`config.mk`:
```
export PLATFORM = sky130hd
export DESIGN_NAME = mwtp_ctrl
export DESIGN_NICKNAME = d
export VERILOG_FILES = /design/src/rtl/core/mwtp_pkg.sv /design/src/rtl/core/mwtp_ctrl.sv
export SDC_FILE = /design/constraint.sdc
export NUM_CORES = 1
export LEC_CHECK = 0
export BUFFER_PORTS_ARGS = -buffer_cell sky130_fd_sc_hd__buf_2
export CAP_MARGIN = 20
export CORE_AREA = 2 2 39 41
export CTS_CLUSTER_SIZE = 14
export DETAILED_ROUTE_END_ITERATION = 8
export DIE_AREA = 0 0 41 43
export SLEW_MARGIN = 20
export SYNTH_ARGS = -nofsm -noshare
export SYNTH_HDL_FRONTEND = slang
export SYNTH_SLANG_ARGS = --single-unit
```
`constraint.sdc`:
```
create_clock -name clk_i -period 3.3 [get_ports clk_i]
set_clock_uncertainty 0.2 [all_clocks]
set_input_delay 0.165 -clock clk_i [delete_from_list [all_inputs] [get_ports clk_i]]
set_output_delay 0.165 -clock clk_i [all_outputs]
set_load 0.05 [all_outputs]
```
`src/rtl/core/mwtp_pkg.sv`:
```
// package for the minimum window two-pointer block
// widths, command codes and controller/datapath interface structs; no dependencies
`default_nettype none

package mwtp_pkg;

  localparam int unsigned MAX_TEXT = 4096;
  localparam int unsigned TEXT_AW  = $clog2(MAX_TEXT);
  localparam int unsigned CNT_W    = $clog2(MAX_TEXT + 1);
  localparam int unsigned CHAR_W   = 8;
  localparam int unsigned CMD_W    = 2;
  localparam int unsigned NEED_W   = 14;
  localparam int unsigned PAT_W    = 13;
  localparam int unsigned START_W  = TEXT_AW;
  localparam int unsigned LEN_W    = CNT_W;

  localparam logic [PAT_W-1:0] PAT_LIMIT = {PAT_W{1'b1}};

  localparam logic [CMD_W-1:0] CMD_PATTERN = 2'd0;
  localparam logic [CMD_W-1:0] CMD_TEXT    = 2'd1;
  localparam logic [CMD_W-1:0] CMD_FINISH  = 2'd2;

  typedef struct packed {
    logic pat_rd;
    logic pat_wr;
    logic txt_in;
    logic txt_ovf;
    logic txt_upd;
    logic head_nd;
    logic head_upd;
    logic finish;
  } dp_cmd_t;

  typedef struct packed {
    logic pat_ok;
    logic txt_ok;
    logic shrink_go;
  } dp_stat_t;

endpackage

`default_nettype wire

```
`src/rtl/core/mwtp_ctrl.sv`:
```
// controller state machine: request handshake, sequencing of datapath steps, result slot
// depends on mwtp_pkg
`default_nettype none

module mwtp_ctrl (
  input  wire logic                       clk_i,
  input  wire logic                       rst_ni,
  input  wire logic                       in_valid_i,
  output logic                            in_stall_o,
  input  wire logic [mwtp_pkg::CMD_W-1:0] cmd_i,
  output logic                            out_valid_o,
  input  wire logic                       out_stall_i,
  input  wire mwtp_pkg::dp_stat_t         stat_i,
  output mwtp_pkg::dp_cmd_t               dp_cmd_o
);
  import mwtp_pkg::*;

  typedef enum logic [2:0] {
    S_IDLE,
    S_PAT,
    S_TXT,
    S_CHK,
    S_HB,
    S_HN
  } state_e;

  state_e state_q;
  logic   slot_free;
  logic   accept;

  assign slot_free  = !out_valid_o || !out_stall_i;
  assign in_stall_o = (state_q != S_IDLE) || ((cmd_i == CMD_FINISH) && !slot_free);
  assign accept     = in_valid_i && !in_stall_o;

  always_comb begin
    dp_cmd_o          = '0;
    dp_cmd_o.pat_rd   = accept && (cmd_i == CMD_PATTERN) && stat_i.pat_ok;
    dp_cmd_o.txt_in   = accept && (cmd_i == CMD_TEXT) && stat_i.txt_ok;
    dp_cmd_o.txt_ovf  = accept && (cmd_i == CMD_TEXT) && !stat_i.txt_ok;
    dp_cmd_o.finish   = accept && (cmd_i == CMD_FINISH);
    dp_cmd_o.pat_wr   = (state_q == S_PAT);
    dp_cmd_o.txt_upd  = (state_q == S_TXT);
    dp_cmd_o.head_nd  = (state_q == S_HB);
    dp_cmd_o.head_upd = (state_q == S_HN);
  end

  always_ff @(posedge clk_i or negedge rst_ni) begin
    if (!rst_ni) begin
      state_q     <= S_IDLE;
      out_valid_o <= 1'b0;
    end else begin
      if (dp_cmd_o.finish) begin
        out_valid_o <= 1'b1;
      end else if (out_valid_o && !out_stall_i) begin
        out_valid_o <= 1'b0;
      end
      case (state_q)
        S_IDLE: begin
          if (dp_cmd_o.pat_rd) begin
            state_q <= S_PAT;
          end else if (dp_cmd_o.txt_in) begin
            state_q <= S_TXT;
          end
        end
        S_PAT:  state_q <= S_IDLE;
        S_TXT:  state_q <= S_CHK;
        S_CHK: begin
          state_q <= stat_i.shrink_go ? S_HB : S_IDLE;
        end
        S_HB:   state_q <= S_HN;
        S_HN:   state_q <= S_CHK;
        default: state_q <= S_IDLE;
      endcase
    end
  end

  a_finish_result: assert property (@(posedge clk_i) disable iff (!rst_ni)
    dp_cmd_o.finish |=> out_valid_o) else $error("finish request gave no result");

endmodule

`default_nettype wire

```
* Word level (Yosys, flattened, before mapping)
Cells that the tools add are included.
** Word-level totals
- Bits in writable memories :: 0
- Logic and storage cells :: 37
- Memory bits (read-only) :: 0
- Bits in latches :: 0
- Memories :: 0
- Bits of input ports :: 9
- Register bits :: 4
** Cells by class
- Order comparisons :: 0
- Shift operators :: 0
- Muxes and demuxes :: 6
- Multiply operators :: 0
- Add/sub/neg operators :: 0
- Equal/unequal tests :: 8
- Bitwise operators :: 0
- Div/mod/pow operators :: 0
- Reduce and logical (&&, ||, !) cells :: 21
** Operator list (count)
- one-hot mux 3 bit (4 select lines) :: 1
- logical AND 1 bit :: 9
- 2-to-1 mux 3 bit :: 3
- equality test 3 x 2 -> 1 bit, second input constant :: 2
- equality test 3 bit, second input constant :: 2
- logical NOT 1 bit :: 5
- equality test 3 x 1 -> 1 bit, second input constant :: 1
- logical NOT 3 bit :: 1
- != test 3 bit, second input constant :: 1
- nonzero test 3 bit :: 1
- equality test 2 x 1 -> 1 bit, second input constant :: 1
- equality test 2 bit, second input constant :: 1
- logical NOT 2 bit :: 1
- logical OR 1 bit :: 2
- 2-to-1 mux 1 bit :: 2
- nonzero test 2 bit :: 1
- OR reduction 2 bit :: 1

* Logic depth before layout (Yosys ltp)
- Word-level depth :: 12
- Depth in mapped cells :: 3
- Gate-level depth less buffers :: 2

* Least setup slack after synthesis
Ideal clock, no wire load.
- Path kind :: flip-flop to output port
- From :: register state_q[2]
- To :: output port dp_cmd_o[5] in the netlist's numbering
- Path buffers :: 1
- Slack :: 1181 ps
- Arrival :: 1754 ps
- Data required time :: 2935 ps
- Stages on the path, launching flop included :: 4
- Cell sequence :: dfrtp_1 -> or4b_1 -> buf_6 -> nor2_1
** RTL lines
- from (decl) :: line mwtp_ctrl.sv:27 : state_e state_q;
- from (signal assigned) :: line mwtp_ctrl.sv:68 : state_q <= stat_i.shrink_go ? S_HB : S_IDLE;
- to (decl) :: line mwtp_ctrl.sv:14 : output mwtp_pkg::dp_cmd_t dp_cmd_o

==> impl_metrics.csv <==
group,metric,value,unit
timing,tightest_slew,323,ps
route,first_pass_iters,4,
worst_setup_path,regToRegEndpoint,"state_q[1]",
global_routing,first_global_vias,275,
min_path,holdCritPathClass,"primary input to async pin",
pwr,ir_drop,0.216,mV
clocking,cts_tree,"done",
pwr,power_per_cell_area,811,mW/mm²
synth,syn-mean-instance-area,10.1,µm²
final_layout,final.fill_count,162,
worst_setup_path,critPathArrivalTime,1940,ps
final_layout,finish.instance_area,445,µm²
synth,synth.cell_area,294,µm²
die,top_level_i_o_count,19,
final_layout,final_net_count,63,
global_routing,global_route.usage.total,10.2,%
synth,number_of_distinct_standard_cells_referenced_by_the_synthesized_netlist,17,
synth,yosys.area.top_type,"dfrtp_1",
route,post_route_ant_nets,0,
die,die_w,41,µm
place,post-place-cells,62,
timing,maxClockFrequency,435,MHz
worst_setup_path,regToRegStartpoint,"state_q[2]",
synth,postSynthNetCount,38,
place,dpl_cell_area,393,µm²
timing,timing.max_slew.rel_slack,78.5,%
global_routing,congestion_overflow_gr,0,
global_routing,grt_start_max_net_pins,9,
place,gp_congestion,0.674,
worst_setup_path,cp_max_fo,8,
synth,synth.most_common_cell,"dfrtp_1",
route,drt-vias-per-instance,4.34,
die,fp.dieArea,0.00176,mm²
route,drt_drc_violations_left,0,
timing,rsz0062_at_grt,"false",
route,met3WireLength,52,µm
worst_setup_path,timing.critical_path.from_type,"flip-flop",
route,met1_length,312,µm
route,route.vias.total,295,
place,hpwl,542,µm
synth,synthTopCellsByArea,"dfrtp_1, nor3b_2, nor4b_4",
die,floorplan.die.height,43,µm
route,routed_wl,707,µm
synth,synth-edff-count,0,
synth,synth_cells,29,
timing,setup_total_negative_slack,0,ps
clocking,h_tree_levels,1,
final_layout,area_growth,51.5,%
clocking,clock_sink_count,4,
timing,hold_ws,63.8,ps
global_routing,first_pass_grt_wire_length,1100,µm
die,floorplan_core_area,0.00138,mm²
synth,netlist_top_cells_count,"dfrtp_1, inv_1",
pwr,static-leakage-power,0.241,nW
route,drt-wirelength-per-cell,10.4,µm
synth,synth_warnings,0,
clocking,cts.path.max_buffers,2,
clocking,clk_pin_slew_worst_setup_hold_paths,40,ps
global_routing,antenna_found_initial,0,
clocking,clockRootBuffer,"clkbuf_4",
clocking,cts_made_buffers,3,
worst_setup_path,ff2ff_path_depth,2,
timing,hold_violations,0,
route,route.met2.wl,290,µm
pwr,design_power_total,0.361,mW
flow_run,maxCapViolCount,0,
timing,timing_max_transition_violations_final,0,
die,floorplan.initialDensity,21.2,%
timing,min_period_over_period,69.7,%
worst_setup_path,endpoint_kind,"output pin",
synth,synthFlopType,"dfrtp_1",
final_layout,drive_above_1_share,51.9,%
status,run_status,"finished clean",
final_layout,diodes,0,
synth,asyncSetResetFlopFracSynth,100,%
clocking,clock_latency,240,ps
synth,number_of_storage_elements_in_the_synthesis_netlist,4,
synth,synth_top_area_share,34.0,%
timing,layout_min_cycle_time,2300,ps
place,place.port_buffers,18,
final_layout,final_cell_count_no_fill,68,
worst_setup_path,path_class,"flip-flop to output pin",
worst_setup_path,reg2reg_setup_slack,1610,ps
worst_setup_path,worstPathRequired,2930,ps
synth,synth_seq_area_share,34.0,%
die,placement_rows,14,
timing,timing.final.setup_violations,0,
route,dr.first_iter.drc_count,3,
route,topRoutingLayerUsed,"met4",
-- logic make-up (layout without fill, tap and decap cells) --
group	count (synthesis)	in the layout	share of synthesized area, %
simple gates	17	17	48.1
compound gates	4	4	10.2
flops	4	4	34.0
buf+inv	4	27	7.66
-- critical path, cell delays in order (launching register included) --
cell and delay (ps):
dfrtp_1 430, or4b_1 720, nor4b_4 250, buf_2 290
-- state kept, by name, indices dropped and copies added, names as in the netlist --
register,cells
state_q,3
out_valid_o,1
-- timing repair --
| action | 4_1_cts | 5_1_grt |
|---|---|---|
| hold endpoints to repair | 6 | 0 |
| hold buffers | 3 | 0 |
| resized for setup | 0 | 0 |
| setup buffers | 0 | 0 |
-- per-stage QoR --
| stage | setup slack [ps] | util [%] |
|---|---|---|
| 6_report | 1000 | 32.2 |
| 5_1_grt | 917 | 32.2 |
| 4_1_cts | 998 | 32.2 |
| 3_5_place_dp | 1250 | 28.4 |
| 3_3_place_gp | 1280 | 28.4 |
| 2_1_floorplan | 1180 | - |
-- how the worst max path moves through the flow --
stage	from	to	slack, ps
6_report	state_q[2]	dp_cmd_o[4]	1000
5_1_grt	state_q[0]	dp_cmd_o[4]	920
4_1_cts	state_q[2]	dp_cmd_o[4]	1000
3_5_place_dp	state_q[2]	dp_cmd_o[4]	1250
3_3_place_gp	state_q[2]	dp_cmd_o[4]	1280
2_1_floorplan	state_q[2]	dp_cmd_o[5]	1180
-- where the power goes --
part	leakage (nW)	switching [mW]	total, mW	internal [mW]
registers	0.0535	0.0227	0.0872	0.0645
logic	0.173	0.152	0.212	0.0602
clock network	0.0138	0.0212	0.0619	0.0408
total	0.241	0.196	0.361	0.165
-- layout by cell type (no fill, tap or decap), drive strengths merged --
master | Yosys | layout
clkbuf | 0 | 3
nand2b | 2 | 2
o211ai | 2 | 2
nand2 | 1 | 1
nand3b | 2 | 2
dlygate4sd3 | 0 | 3
or2b | 1 | 1
nor2 | 2 | 2
inv | 3 | 3
buf | 1 | 18
o21ai | 2 | 2
nor3 | 2 | 2
or3b | 2 | 2
nand4b | 1 | 1
nor4b | 1 | 1
dfrtp | 4 | 4
nor3b | 2 | 2
or4b | 1 | 1
-- layout make-up --
class | count | area [µm²] | area share (%)
Inverter | 3 | 11.3 | 2.53
Tap cell | 16 | 20.0 | 4.49
Timing Repair Buffer | 21 | 120 | 27.0
Clock buffer | 3 | 22.5 | 5.06
Multi-Input combinational cell | 21 | 171 | 38.5
Sequential cell | 4 | 100 | 22.5
-- routing by layer --
metal / track usage (%) / up-vias
li1: - / 149
met1: 12.3 / 129
met2: 11.9 / 13
met3: 2.09 / 4
met4: 14.0 / 0
met5: 0 / -
(Power assumes the default switching activity.)
